--- config.mk ---
export PLATFORM = sky130hd
export DESIGN_NAME = dh_modular_exponentiation
export DESIGN_NICKNAME = d
export VERILOG_FILES = /design/src/design/dhm_pkg.sv /design/src/design/dhm_cfg_regs.sv /design/src/design/dhm_mulmod.sv /design/src/design/dh_modular_exponentiation.sv
export SDC_FILE = /design/constraint.sdc
export NUM_CORES = 1
export LEC_CHECK = 0
export BUFFER_PORTS_ARGS = -buffer_cell sky130_fd_sc_hd__buf_4
export CAP_MARGIN = 20
export CORE_MARGIN = 4
export CORE_UTILIZATION = 45
export DETAILED_ROUTE_END_ITERATION = 8
export HOLD_SLACK_MARGIN = 0.02
export PLACE_DENSITY = 0.63
export SLEW_MARGIN = 20
export SYNTH_ARGS = -nofsm -noshare
export SYNTH_HDL_FRONTEND = slang
export SYNTH_SLANG_ARGS = --single-unit
--- constraint.sdc ---
create_clock -name clk -period 6.1 [get_ports clk]
set_clock_uncertainty 0.2 [all_clocks]
set_input_delay 0.61 -clock clk [delete_from_list [all_inputs] [get_ports clk]]
set_output_delay 0.61 -clock clk [all_outputs]
set_load 0.03 [all_outputs]
--- src/design/dhm_pkg.sv ---
// Shared definitions for the Diffie-Hellman modular exponentiation engine.
// Holds reset values, register indexes and the multiplier status type.
// No dependencies.
package dhm_pkg;

    // Default operand width in bits.
    localparam int KEY_BITS_DEFAULT = 16;

    // Register file reset values.
    localparam logic [31:0] RESET_MODULUS   = 32'd65521;
    localparam logic [31:0] RESET_GENERATOR = 32'd2;
    localparam logic [31:0] RESET_SECRET    = 32'd10000;

    // Configuration bus geometry and register indexes (word addressed).
    localparam int         APB_ADDR_W   = 4;
    localparam logic [1:0] REG_MODULUS  = 2'd0;
    localparam logic [1:0] REG_GENERATOR = 2'd1;
    localparam logic [1:0] REG_SECRET   = 2'd2;

    // Status of the serial modular multiplier.
    typedef struct packed {
        logic busy;
        logic done;
    } dhm_mm_status_t;

endpackage

--- src/design/dhm_cfg_regs.sv ---
// APB-style configuration registers: modulus, generator and secret exponent.
// Depends on dhm_pkg for reset values and register indexes.
module dhm_cfg_regs
    import dhm_pkg::*;
#(
    parameter int KEY_BITS = KEY_BITS_DEFAULT
)
(
    input  logic                  clk,
    input  logic                  rst_n,
    input  logic                  psel,
    input  logic                  penable,
    input  logic                  pwrite,
    input  logic [APB_ADDR_W-1:0] paddr,
    input  logic [31:0]           pwdata,
    output logic [31:0]           prdata,
    output logic                  pready,
    output logic [KEY_BITS-1:0]   modulus,
    output logic [KEY_BITS-1:0]   generator,
    output logic [KEY_BITS-1:0]   secret_exponent
);

    logic [KEY_BITS-1:0] modulus_reg;
    logic [KEY_BITS-1:0] generator_reg;
    logic [KEY_BITS-1:0] secret_reg;
    logic [KEY_BITS-1:0] wdata;
    logic [KEY_BITS-1:0] modulus_next;
    logic                wr_en;

    // The bus never inserts wait states.
    assign pready = 1'b1;
    assign wr_en  = psel && penable && pwrite;
    assign wdata  = pwdata[KEY_BITS-1:0];

    // A modulus below two is raised to two so the reduction stays defined.
    assign modulus_next = (wdata < KEY_BITS'(2)) ? KEY_BITS'(2) : wdata;

    // Register writes; writes to unused addresses are dropped.
    always_ff @(posedge clk or negedge rst_n)
    begin
        if (!rst_n)
        begin
            modulus_reg   <= RESET_MODULUS[KEY_BITS-1:0];
            generator_reg <= RESET_GENERATOR[KEY_BITS-1:0];
            secret_reg    <= RESET_SECRET[KEY_BITS-1:0];
        end
        else if (wr_en)
        begin
            case (paddr[3:2])
                REG_MODULUS:   modulus_reg   <= modulus_next;
                REG_GENERATOR: generator_reg <= wdata;
                REG_SECRET:    secret_reg    <= wdata;
                default:       ;
            endcase
        end
    end

    // Read-back multiplexer.
    always_comb
    begin
        case (paddr[3:2])
            REG_MODULUS:   prdata = 32'(modulus_reg);
            REG_GENERATOR: prdata = 32'(generator_reg);
            REG_SECRET:    prdata = 32'(secret_reg);
            default:       prdata = '0;
        endcase
    end

    assign modulus         = modulus_reg;
    assign generator       = generator_reg;
    assign secret_exponent = secret_reg;

endmodule

--- src/design/dhm_mulmod.sv ---
// Bit-serial interleaved modular multiplier: product = a * b mod m.
// Takes one bit of a per cycle, MSB first; b must already be below m.
// Depends on dhm_pkg for the status type.
module dhm_mulmod
    import dhm_pkg::*;
#(
    parameter int KEY_BITS = KEY_BITS_DEFAULT
)
(
    input  logic                clk,
    input  logic                rst_n,
    input  logic                go,
    input  logic [KEY_BITS-1:0] op_a,
    input  logic [KEY_BITS-1:0] op_b,
    input  logic [KEY_BITS-1:0] op_m,
    output logic [KEY_BITS-1:0] product,
    output dhm_mm_status_t      status
);

    localparam int CNT_W = $clog2(KEY_BITS + 1);

    logic [KEY_BITS-1:0] a_sh_reg;
    logic [KEY_BITS-1:0] b_reg;
    logic [KEY_BITS-1:0] m_reg;
    logic [KEY_BITS-1:0] r_reg;
    logic [CNT_W-1:0]    cnt_reg;
    logic                busy_reg;
    logic                done_reg;

    logic [KEY_BITS:0]   dbl;
    logic [KEY_BITS:0]   sum;
    logic [KEY_BITS+1:0] diff1;
    logic [KEY_BITS+1:0] diff2;
    logic [KEY_BITS-1:0] r_dbl;
    logic [KEY_BITS-1:0] r_next;

    // One step: double and reduce, then add b when the bit is set and reduce again.
    // Both partial values stay below 2m, so one conditional subtract each suffices.
    always_comb
    begin
        dbl    = {r_reg, 1'b0};
        diff1  = {1'b0, dbl} - {2'b00, m_reg};
        r_dbl  = diff1[KEY_BITS+1] ? dbl[KEY_BITS-1:0] : diff1[KEY_BITS-1:0];
        sum    = {1'b0, r_dbl} + (a_sh_reg[KEY_BITS-1] ? {1'b0, b_reg} : '0);
        diff2  = {1'b0, sum} - {2'b00, m_reg};
        r_next = diff2[KEY_BITS+1] ? sum[KEY_BITS-1:0] : diff2[KEY_BITS-1:0];
    end

    // Control: bit counter, busy flag and a one-cycle completion pulse.
    always_ff @(posedge clk or negedge rst_n)
    begin
        if (!rst_n)
        begin
            cnt_reg  <= '0;
            busy_reg <= 1'b0;
            done_reg <= 1'b0;
        end
        else
        begin
            done_reg <= 1'b0;
            if (go)
            begin
                cnt_reg  <= CNT_W'(KEY_BITS);
                busy_reg <= 1'b1;
            end
            else if (busy_reg)
            begin
                cnt_reg <= cnt_reg - CNT_W'(1);
                if (cnt_reg == CNT_W'(1))
                begin
                    busy_reg <= 1'b0;
                    done_reg <= 1'b1;
                end
            end
        end
    end

    // Datapath: operand capture, multiplier shift register and partial remainder.
    always_ff @(posedge clk)
    begin
        if (go)
        begin
            a_sh_reg <= op_a;
            b_reg    <= op_b;
            m_reg    <= op_m;
            r_reg    <= '0;
        end
        else if (busy_reg)
        begin
            a_sh_reg <= {a_sh_reg[KEY_BITS-2:0], 1'b0};
            r_reg    <= r_next;
        end
    end

    assign product     = r_reg;
    assign status.busy = busy_reg;
    assign status.done = done_reg;

endmodule

--- src/design/dh_modular_exponentiation.sv ---
// Diffie-Hellman modular exponentiation engine, top level.
// Holds the square-and-multiply sequencer; uses dhm_cfg_regs and dhm_mulmod.
// Depends on dhm_pkg.
//
// Usage:
//   Configure modulus, generator and secret exponent over the APB port
//   (byte addresses 0, 4 and 8) while busy is low. Raise start with action
//   and remote_key; the request is taken on a clock edge with busy low.
//   action 0 returns generator^secret mod modulus, action 1 returns
//   remote_key^secret mod modulus.
//   The key appears on key_value with done high for exactly one cycle; the
//   receiver cannot hold it off. busy falls in that same cycle, so a new
//   request may be taken there.
//   The engine uses the single bit-serial modular multiplier for one reduction
//   of the base, one multiply per set exponent bit and KEY_BITS-1 squarings;
//   each round also passes through the S_ROUND and S_SQ bookkeeping states.
//   One request is in flight at a time.
//   Reset returns the registers to 65521, 2 and 10000 and the engine to idle.
module dh_modular_exponentiation
    import dhm_pkg::*;
#(
    parameter int KEY_BITS = KEY_BITS_DEFAULT
)
(
    input  logic                  clk,
    input  logic                  rst_n,
    input  logic                  start,
    output logic                  busy,
    input  logic                  action,
    input  logic [KEY_BITS-1:0]   remote_key,
    output logic                  done,
    output logic [KEY_BITS-1:0]   key_value,
    input  logic                  psel,
    input  logic                  penable,
    input  logic                  pwrite,
    input  logic [APB_ADDR_W-1:0] paddr,
    input  logic [31:0]           pwdata,
    output logic [31:0]           prdata,
    output logic                  pready
);

    localparam int RND_W = $clog2(KEY_BITS);

    // Sequencer states.
    localparam logic [2:0] S_IDLE  = 3'd0;
    localparam logic [2:0] S_RED_W = 3'd1;
    localparam logic [2:0] S_ROUND = 3'd2;
    localparam logic [2:0] S_MUL_W = 3'd3;
    localparam logic [2:0] S_SQ    = 3'd4;
    localparam logic [2:0] S_SQ_W  = 3'd5;

    logic [KEY_BITS-1:0] cfg_modulus;
    logic [KEY_BITS-1:0] cfg_generator;
    logic [KEY_BITS-1:0] cfg_secret;

    logic [2:0]          state_reg;
    logic [KEY_BITS-1:0] acc_reg;
    logic [KEY_BITS-1:0] sq_reg;
    logic [KEY_BITS-1:0] exp_reg;
    logic [RND_W-1:0]    round_reg;
    logic [KEY_BITS-1:0] op_a_reg;
    logic [KEY_BITS-1:0] op_b_reg;
    logic                go_reg;
    logic                done_reg;
    logic [KEY_BITS-1:0] key_reg;

    logic [KEY_BITS-1:0] mm_product;
    dhm_mm_status_t      mm_status;
    logic                last_round;

    dhm_cfg_regs #(
        .KEY_BITS (KEY_BITS)
    ) u_cfg (
        .clk             (clk),
        .rst_n           (rst_n),
        .psel            (psel),
        .penable         (penable),
        .pwrite          (pwrite),
        .paddr           (paddr),
        .pwdata          (pwdata),
        .prdata          (prdata),
        .pready          (pready),
        .modulus         (cfg_modulus),
        .generator       (cfg_generator),
        .secret_exponent (cfg_secret)
    );

    dhm_mulmod #(
        .KEY_BITS (KEY_BITS)
    ) u_mulmod (
        .clk     (clk),
        .rst_n   (rst_n),
        .go      (go_reg),
        .op_a    (op_a_reg),
        .op_b    (op_b_reg),
        .op_m    (cfg_modulus),
        .product (mm_product),
        .status  (mm_status)
    );

    assign last_round = (round_reg == RND_W'(KEY_BITS - 1));

    // Control: state, multiplier launch pulse and result strobe.
    always_ff @(posedge clk or negedge rst_n)
    begin
        if (!rst_n)
        begin
            state_reg <= S_IDLE;
            go_reg    <= 1'b0;
            done_reg  <= 1'b0;
            round_reg <= '0;
        end
        else
        begin
            go_reg   <= 1'b0;
            done_reg <= 1'b0;
            case (state_reg)
                S_IDLE:
                begin
                    if (start)
                    begin
                        go_reg    <= 1'b1;
                        state_reg <= S_RED_W;
                    end
                end
                S_RED_W:
                begin
                    if (mm_status.done)
                    begin
                        round_reg <= '0;
                        state_reg <= S_ROUND;
                    end
                end
                S_ROUND:
                begin
                    if (exp_reg[0])
                    begin
                        go_reg    <= 1'b1;
                        state_reg <= S_MUL_W;
                    end
                    else
                    begin
                        state_reg <= S_SQ;
                    end
                end
                S_MUL_W:
                begin
                    if (mm_status.done)
                    begin
                        state_reg <= S_SQ;
                    end
                end
                S_SQ:
                begin
                    if (last_round)
                    begin
                        done_reg  <= 1'b1;
                        state_reg <= S_IDLE;
                    end
                    else
                    begin
                        go_reg    <= 1'b1;
                        state_reg <= S_SQ_W;
                    end
                end
                S_SQ_W:
                begin
                    if (mm_status.done)
                    begin
                        round_reg <= round_reg + RND_W'(1);
                        state_reg <= S_ROUND;
                    end
                end
                default:
                begin
                    state_reg <= S_IDLE;
                end
            endcase
        end
    end

    // Datapath: operand selection, accumulator, running square and exponent.
    always_ff @(posedge clk)
    begin
        case (state_reg)
            S_IDLE:
            begin
                // Reduce the base first so every later operand is below the modulus.
                op_a_reg <= action ? remote_key : cfg_generator;
                op_b_reg <= KEY_BITS'(1);
                acc_reg  <= KEY_BITS'(1);
                exp_reg  <= cfg_secret;
            end
            S_RED_W:
            begin
                if (mm_status.done)
                begin
                    sq_reg <= mm_product;
                end
            end
            S_ROUND:
            begin
                op_a_reg <= acc_reg;
                op_b_reg <= sq_reg;
            end
            S_MUL_W:
            begin
                if (mm_status.done)
                begin
                    acc_reg <= mm_product;
                end
            end
            S_SQ:
            begin
                op_a_reg <= sq_reg;
                op_b_reg <= sq_reg;
                key_reg  <= acc_reg;
            end
            S_SQ_W:
            begin
                if (mm_status.done)
                begin
                    sq_reg  <= mm_product;
                    exp_reg <= {1'b0, exp_reg[KEY_BITS-1:1]};
                end
            end
            default:
            begin
            end
        endcase
    end

    assign busy      = (state_reg != S_IDLE);
    assign done      = done_reg;
    assign key_value = key_reg;

    // A delivered key is always reduced below the modulus.
    assert property (@(posedge clk) disable iff (!rst_n)
        done |-> (key_value < cfg_modulus))
        else $error("key_value not reduced below modulus");

    // The multiplier only completes while the sequencer waits for it.
    assert property (@(posedge clk) disable iff (!rst_n)
        mm_status.done |-> (state_reg == S_RED_W || state_reg == S_MUL_W
                            || state_reg == S_SQ_W))
        else $error("multiplier completed outside a wait state");

    // An accepted request makes the engine busy on the next cycle.
    assert property (@(posedge clk) disable iff (!rst_n)
        (start && !busy) |=> (busy && !done))
        else $error("accepted request did not start the engine");

    // A launch is never issued while the multiplier is still working.
    assert property (@(posedge clk) disable iff (!rst_n)
        go_reg |-> !mm_status.busy)
        else $error("multiplier launched while busy");

endmodule
# Word level (Yosys, flattened, before mapping)
# Cells that the tools add are included.
# Widths: inputs -> output; s select.
dict set report totals {
  regBits 224
  in_bits 59
  output_inout_bits 51
  elab_cells 98
}
dict set report op_classes {
  add_sub_neg 5
  magnitude_cmp 1
  n_eq_ne 14
  n_mux 37
  n_reduce_logical 21
}
# operator count
set op_table {}
lappend op_table {{$mux 16} 9}
lappend op_table {{$pmux 16 s2} 3}
lappend op_table {{$pmux 16 s3} 2}
lappend op_table {{$sub 17x16->18} 2}
lappend op_table {{$add 16x17->17} 1}
lappend op_table {{$lt 16x2->1 const B} 1}
lappend op_table {{$mux 3} 5}
lappend op_table {{$pmux 3 s5} 1}
lappend op_table {{$reduce_and 2->1} 6}
lappend op_table {{$mux 1} 11}
lappend op_table {{$mux 5} 2}
lappend op_table {{$reduce_bool 2->1} 5}
lappend op_table {{$mux 4} 2}
lappend op_table {{$ne 2x1->1 const B} 4}
lappend op_table {{$pmux 4 s2} 1}
lappend op_table {{$eq 3x2->1 const B} 2}
lappend op_table {{$eq 3x3->1 const B} 2}
lappend op_table {{$reduce_and 3->1} 2}
lappend op_table {{$reduce_bool 3->1} 2}
lappend op_table {{$eq 5x1->1 const B} 1}
lappend op_table {{$sub 5x1->5 const B} 1}
lappend op_table {{$add 4x1->4 const B} 1}
lappend op_table {{$eq 4x4->1 const B} 1}
lappend op_table {{$reduce_or 2->1} 2}
lappend op_table {{other kinds (8)} 9}

# Longest topological paths before layout
# Gate-level depths: netlist of the first run.
dict set report logic_depth {
  word_depth 5
  mapped_depth 27
  depth_no_buf 25
}

# By module
# From an unflattened synthesis of the first run, not the netlist that was laid out.
dict set report hier_totals {
  hier_cells 993
  hier_area_um2 11987.7
}
# mod instances cells_per_inst area_per_inst_um2
set modules_own_cells {}
lappend modules_own_cells {dhm_mulmod 1 539 5283.8}
lappend modules_own_cells {dh_modular_exponentiation 1 268 4295.4}
lappend modules_own_cells {dhm_cfg_regs 1 186 2408.6}

# Least setup slack after synthesis of the first run
# OpenSTA, ideal clock, no wires.
dict set report synth_path {
  kind {reg2reg}
  from {register u_mulmod.m_reg[4]}
  to {register u_mulmod.r_reg[12] (netlist: u_mulmod.product[12])}
  setup_ps 86
  t_arrival_ps 5432
  setup_slack_ps 382
  path_stages_with_launch 24
  n_path_buf 2
  period_less_slack_ps 5718
  path_cell_list {edfxtp_1 -> inv_1 -> ha_1 -> nand2_1 -> a211o_1 -> a2111oi_0 -> o21ai_1 -> nand2_1 -> mux2_2 -> ha_1 -> a211oi_1 -> o21bai_1 -> a2111o_1 -> a21oi_1 -> xnor2_1 -> ha_1 -> and2_1 -> a211oi_1 -> o2111ai_1 -> or3_1 -> buf_6 -> buf_4 -> mux2i_1 -> a211oi_1}
}
dict set report synth_via {
  elab_chain_cells 5
}
# item line_no
set synth_rtl {}
lappend synth_rtl {{start: declaration} dhm_mulmod.sv:24} ;# logic [KEY_BITS-1:0] m_reg;
lappend synth_rtl {{start signal: assignment} dhm_mulmod.sv:85} ;# m_reg <= op_m;
lappend synth_rtl {{$sub 17x16->18} dhm_mulmod.sv:42} ;# diff1 = {1'b0, dbl} - {2'b00, m_reg};
lappend synth_rtl {{$mux 16} dhm_mulmod.sv:43} ;# r_dbl = diff1[KEY_BITS+1] ? dbl[KEY_BITS-1:0] : diff1[KEY_BITS-1:0];
lappend synth_rtl {{$add 16x17->17} dhm_mulmod.sv:44} ;# sum = {1'b0, r_dbl} + (a_sh_reg[KEY_BITS-1] ? {1'b0, b_reg} : '0);
lappend synth_rtl {{$sub 17x16->18} dhm_mulmod.sv:45} ;# diff2 = {1'b0, sum} - {2'b00, m_reg};
lappend synth_rtl {{$mux 16 *} dhm_mulmod.sv:46} ;# r_next = diff2[KEY_BITS+1] ? sum[KEY_BITS-1:0] : diff2[KEY_BITS-1:0];
lappend synth_rtl {{end signal: assignment} dhm_mulmod.sv:91} ;# r_reg <= r_next;
lappend synth_rtl {{end: declaration} dhm_mulmod.sv:25} ;# logic [KEY_BITS-1:0] r_reg;
# Every way passes the cells marked *; elsewhere a longest branch is shown, timed or not.
# A chain may end at the register's enable or synchronous reset.

# Final worst setup path of the first run
dict set report layout_path {
  from {register u_mulmod.m_reg[10]}
  to {register u_mulmod.r_reg[3] (netlist: u_mulmod.product[3])}
}
# Same word-level chain as after synthesis.

==> results of run 1 <==
-- cells by family (layout without fill, tap and decap cells) --
kind of cell	count (synthesis)	after routing	synth area share
compound gates	213	213	0.124
xor+xnor	37	37	0.0275
fa+ha+maj	53	53	0.0582
buf+inv	90	256	0.0353
flops	224	224	0.532
mux	130	130	0.119
other cells	2	17	0.000637
simple gates	234	234	0.104
-- stage by stage --
stage	setup TNS, ns	std cells
floorplan	0	998
global placement	-0.620	1438
detailed placement	-0.282	1438
CTS	0	1487
global route	0	1494
finish	0	1494
-- worst paths after layout --
check,startpoint,endpoint,slack (ns)
max,u_mulmod.m_reg[10],u_mulmod.product[3],0.23
min,pwdata[8],u_cfg.generator[8],0.16
max reg2reg,u_mulmod.m_reg[10],u_mulmod.product[3],0.23
min reg2reg,op_b_reg[11],u_mulmod.b_reg[11],0.22
max in group asynchronous,rst_n,go_reg,4.60
min in group asynchronous,rst_n,round_reg[3],0.53
-- metal layers --
| metal | routed length (um) | global-route usage | vias up |
|---|---|---|---|
| met5 | 0 | 0 | - |
| met1 | 14000 | 0.301 | 3989 |
| met2 | 13700 | 0.316 | 205 |
| met4 | 692 | 0.0522 | 0 |
| met3 | 1500 | 0.0339 | 31 |
| li1 | - | - | 3966 |
-- worst max-delay path: stages (launching register included) --
cell	delay, ns
edfxtp_1	0.37
inv_2	0.09
ha_1	0.24
a21o_1	0.21
a21o_1	0.20
a311o_1	0.36
o31ai_2	0.10
nand2_2	0.15
buf_4	0.16
mux2_2	0.28
ha_1	0.32
buf_4	0.14
o21ai_0	0.07
o21bai_1	0.11
a2111o_1	0.46
a21oi_1	0.25
xnor2_2	0.19
ha_1	0.30
and2_2	0.22
a211oi_2	0.28
o2111ai_1	0.13
or3_4	0.42
buf_12	0.18
mux2i_1	0.12
a211oi_1	0.23
-- layout by cell type (no fill, tap or decap), types with 4 or more instances in the layout --
cell,n
conb_1,17
and3_1,18
ha_1,48
xor2_1,10
inv_1,33
clkinvlp_4,8
dfrtp_1,44
buf_4,169
a22oi_1,18
edfxtp_1,144
dfxtp_1,16
a211oi_1,12
nor2_1,52
o21ai_1,4
xnor2_1,26
dfstp_2,19
a21oi_1,38
nor3_1,7
o211ai_1,5
or3_1,4
o21ai_0,51
nand3_1,11
mux2i_1,48
clkinv_2,5
a22o_1,6
a31oi_1,7
a21o_1,10
o21a_1,11
nand2_1,50
nand2b_1,11
and2_1,37
mux2_2,81
a211oi_2,5
nor2b_1,11
clkbuf_16,27
-- final cells by class --
cell class	count	area (sq um)	share of cell area
Timing Repair Buffer	172	1330	0.0928
Sequential cell	224	6270	0.439
Inverter	36	135	0.00946
Multi-Input combinational cell	684	5290	0.370
Clock buffer	30	707	0.0495
Tap cell	330	413	0.0289
Clock inverter	18	148	0.0103
-- timing repair --
| item | 4_1_cts | 5_1_grt |
|---|---|---|
| hold endpoints to repair | 19 | 0 |
| hold buffers | 1 | 0 |
| setup endpoints to repair | 14 | 16 |
| buffers inserted | 0 | 6 |
| pin swaps | 1 | 18 |
| gates resized for setup | 3 | 24 |
==> metrics.txt, run 1 <==
clk sinks 224; hpwl dp 22100 um; Slew Limit Fails 0; RSZ-0062 raised after global routing false; total gr overflow 0; post-synthesis register bit count ~220; CTS H-tree depth 1; post-DR wirelength/cell 20.0 um; post-layout util 0.561; Synth-to-Final Area Change 21.3%; initial antenna violation count 1; relative slew slack 0.315; Syn Inst Count 983; element type at the critical path start register; Reg2Reg Depth 24; vias in the first global route slightly below 8000; post-synth cell types roughly 80; leading cell type by number of instances after synthesis edfxtp_1; post-synthesis async set-or-reset flop share 0.286; Crit path required time between 6 and 7 ns; Final #Nets 1256; largest net degree at the start of global routing 65; final setup violating endpoints 0; initial detailed-routing violation count 644; Clk Latency, worst-skew pair about 0.52 ns; synthesized area 11800 sq um; share of cells above drive strength 1 0.309; Die Ht about 170 um; clock slew at reported path FFs 0.06 ns; vias 8191; Routed Antenna Nets 0; total core area 25500 sq um; Initial Util 0.463; first-pass GRT wire length 45900 um; Post-synth EDFFs 144; DIE WIDTH 170 um; worst min-delay path class input pin to register; Mapped Avg Cell Area about 12 sq um; critical setup path kind register to register; Primary FF master, synth edfxtp_1; dpl ws -0.0594 ns; Max FO, Critical Path 15; Placed Area 13300 sq um; synth top area cells edfxtp_1, dfrtp_1, mux2_2; Slew @ Worst Pin 1.03 ns; clock root cell clkbuf_16; fin area 14300 sq um; Worst setup EP type register; routability cong. 0.865; outcome finished, final reports clean; Max Cap Viol 0; final worst slack 0.228 ns; hold depth 2; Arr. time, crit path 6.11 ns; Max Root-Sink Buffers 3; Warnings, synthesis 0; cell accounting for the most synthesized area edfxtp_1; n_diodes 0; num rows 58; Num CTS Buffers 26; I/O pin cnt 110; Via density 5.48; share of the synthesized area in the top cell type 0.367; CTS tree done; Max Fclk 170 MHz; Fillers around 2100; Hold Fails Final Rpt 0; fin crit period approximately 5.9 ns; hold slack between 0.15 and 0.2 ns; DR DRC count 0; die area 28800 sq um; drt first pass iters 5; I/O Buffers 74; commonest cells in the synthesized netlist edfxtp_1, mux2_2, nor2_1, o21ai_0, nand2_1; Tot GR Track Use 0.204; Total Wirelength 29900 um; Seq/Total Area, Yosys 0.532; Final Cycle Share 0.963
Power of run 1 is left out: the tool's default activity adds up to more than one toggle a clock period on the data nets, which glitch-free logic cannot reach.
==> inputs of run 2 (changes only) <==
Settings changed: PLACE_DENSITY 0.63 to 0.6, REMOVE_ABC_BUFFERS set to 1.
Clock period 6.1 ns to 5.99 ns, I/O delays scaled along.
==> run 2 against run 1 <==
Net effect:
- first-iteration DRC count is 33% lower
- register-to-register slack barely moved
- global-route usage is 0.93 points lower
- critical path depth decreased by 1
- core utilization increased by 0.34 points
- setup slack worse by 0.012 ns
- via count is 0.96% lower
- die area stayed put
- sequential cell count unchanged
- cell area up 0.60%
- fmax rose by 1.7%
- largest cell class unchanged
==> metrics.txt, run 2 (same netlist as run 1, synthesis figures left out) <==
total gr overflow 0 (unchanged); CTS H-tree depth 1 (unchanged); num rows 58 (unchanged); Final #Nets 1259 (+0.24%); Final Cycle Share 0.964 (+0.00138); element type at the critical path start register; Die Ht 170 um (unchanged); initial detailed-routing violation count 431 (-33%); most used cell, CP ha_1; Num CTS Buffers 26 (unchanged); total core area 25500 sq um (unchanged); most frequent cells in the layout buf_4, edfxtp_1, mux2_2, nor2_1, o21ai_0; I/O pin cnt 110 (unchanged); relative slew slack 0.307 (-0.00752); Max Root-Sink Buffers 3 (unchanged); fin crit period 5.77 ns (-0.0976 ns); hpwl dp 20500 um (-6.9%); routability cong. 0.864 (-0.14%); clk sinks 224 (unchanged); Max Fclk 173 MHz (+1.7%); Hold Fails Final Rpt 0 (unchanged); Max FO, Critical Path 6 (-9); non-filler cells, final 1497 (+0.20%); initial antenna violation count 1 (unchanged); commonest non-fill, non-tap cell in the layout buf_4; worst path cell trace inv_1, ha_1, nand2b_1, a211o_1, buf_4, a211o_1, o21ai_2, a31oi_1, xnor2_1, mux2_1, ha_1, inv_1, o31ai_1, o311a_1, nand3_1, ha_1, a21o_1, a211oi_2, o2111ai_1, or3_4, buf_4, mux2i_1, a211oi_1; I/O Buffers 74 (unchanged); sequential cell area 6270 sq um (unchanged); placed cells 1441 (+0.21%); DIE WIDTH 170 um (unchanged); Crit path required time 6.23 ns (-0.11 ns); Synth-to-Final Area Change 22.0%; Worst setup EP type register; Routed Antenna Nets 0 (unchanged); Initial Util 0.463 (unchanged); Slew @ Worst Pin 1.04 ns (+0.0113 ns); DR DRC count 0 (unchanged); share of cells above drive strength 1 0.319 (+0.00949); first-pass GRT wire length 44700 um (-2.7%); Arr. time, crit path 6.02 ns (-0.09 ns); CP max stage cell o31ai_1; Slowest Stage Delay on Critical Path 0.46 ns (about the same); final setup violating endpoints 0 (unchanged); clock root cell clkbuf_16; Via density 5.42 (-1.2%); worst min-delay path class input pin to register; outcome finished, final reports clean; vias in the first global route 8089 (+1.7%); Max Cap Viol 0 (unchanged); critical setup path kind register to register; post-DR wirelength/cell 18.9 um (-5.4%); Tot GR Track Use 0.195 (-0.00929); clock slew at reported path FFs 0.06 ns (about the same); n_diodes 0 (unchanged); vias 8112 (-0.96%); drt first pass iters 4 (-1); die area 28800 sq um (unchanged); Total Wirelength 28400 um (-5.2%); Fillers 2155 (+0.42%); Slew Limit Fails 0 (unchanged); Clk Latency, worst-skew pair 0.53 ns (about the same); CTS tree done; largest net degree at the start of global routing 65 (unchanged); multi-input logic area 5380 sq um (+1.6%)
-- run 2: cell count changes in the layout (fill, tap and decap cells not counted), moves of 3 or more --
cell,previous run,this run
a21oi_2,2,5
clkinv_4,1,4
clkinvlp_4,8,1
clkbuf_1,1,4
clkinv_2,5,8
-- run 2: routing by layer --
metal	track usage	vias up	wire, um
met4	0.0389	0	403
li1	-	3974	-
met1	0.293	3947	13800
met3	0.0262	36	1280
met2	0.306	155	12800
met5	0	-	0
-- run 2: final cells by class --
| cell class | instances | share of cell area |
|---|---|---|
| clock inverter | 13 | 0.00574 |
| inverter | 36 | 0.00940 |
| clock buffer | 35 | 0.0519 |
| sequential | 224 | 0.436 |
| multi-input combinational | 684 | 0.374 |
| tap | 330 | 0.0287 |
| timing repair buffer | 175 | 0.0942 |
-- run 2: worst paths after layout --
kind	slack, ns	cells past startpoint	endpoint	from
worst max register to register	0.22	23	u_mulmod.product[12]	u_mulmod.m_reg[1]
min in group asynchronous	0.50	2	round_reg[3]	rst_n
max in group asynchronous	4.47	2	u_cfg.generator[14]	rst_n
worst min-delay path	0.13	2	u_cfg.generator[0]	pwdata[0]
worst min register to register	0.22	0	u_mulmod.b_reg[2]	op_b_reg[2]
worst max-delay path	0.22	23	u_mulmod.product[12]	u_mulmod.m_reg[1]
-- run 2: stage by stage --
stage	util	hold WS (ns)	setup TNS (ns)	instance area [sq um]	setup slack, ns
after floorplan	-	0.103	-3.58	11600	-0.308
after global placement	0.521	0.202	-3.38	13300	-0.250
after detailed placement	0.521	0.205	-2.31	13300	-0.186
after CTS	0.555	0.104	0	14100	0.0256
after global routing	0.564	0.115	-0.935	14400	-0.0831
final	0.564	0.127	0	14400	0.216
-- run 2: worst max-delay path: cells and delay by family, from the launching register on --
| family | cells | cell delay (ns) |
|---|---|---|
| compound gates | 10 | 2.56 |
| simple gates | 3 | 0.56 |
| xor+xnor | 1 | 0.13 |
| flops | 1 | 0.34 |
| mux | 2 | 0.46 |
| buf+inv | 4 | 0.47 |
| fa+ha+maj | 3 | 0.96 |
-- run 2: timing repair --
item                                    CTS  global route
pin swaps                                 1            25
hold buffers                              1             0
gates cloned                              0             1
endpoints found under the setup margin   16            16
gates resized for setup                   6            41
endpoints found under the hold margin    41             0
setup buffers                             1             5
Power of run 2 is left out for the same reason.
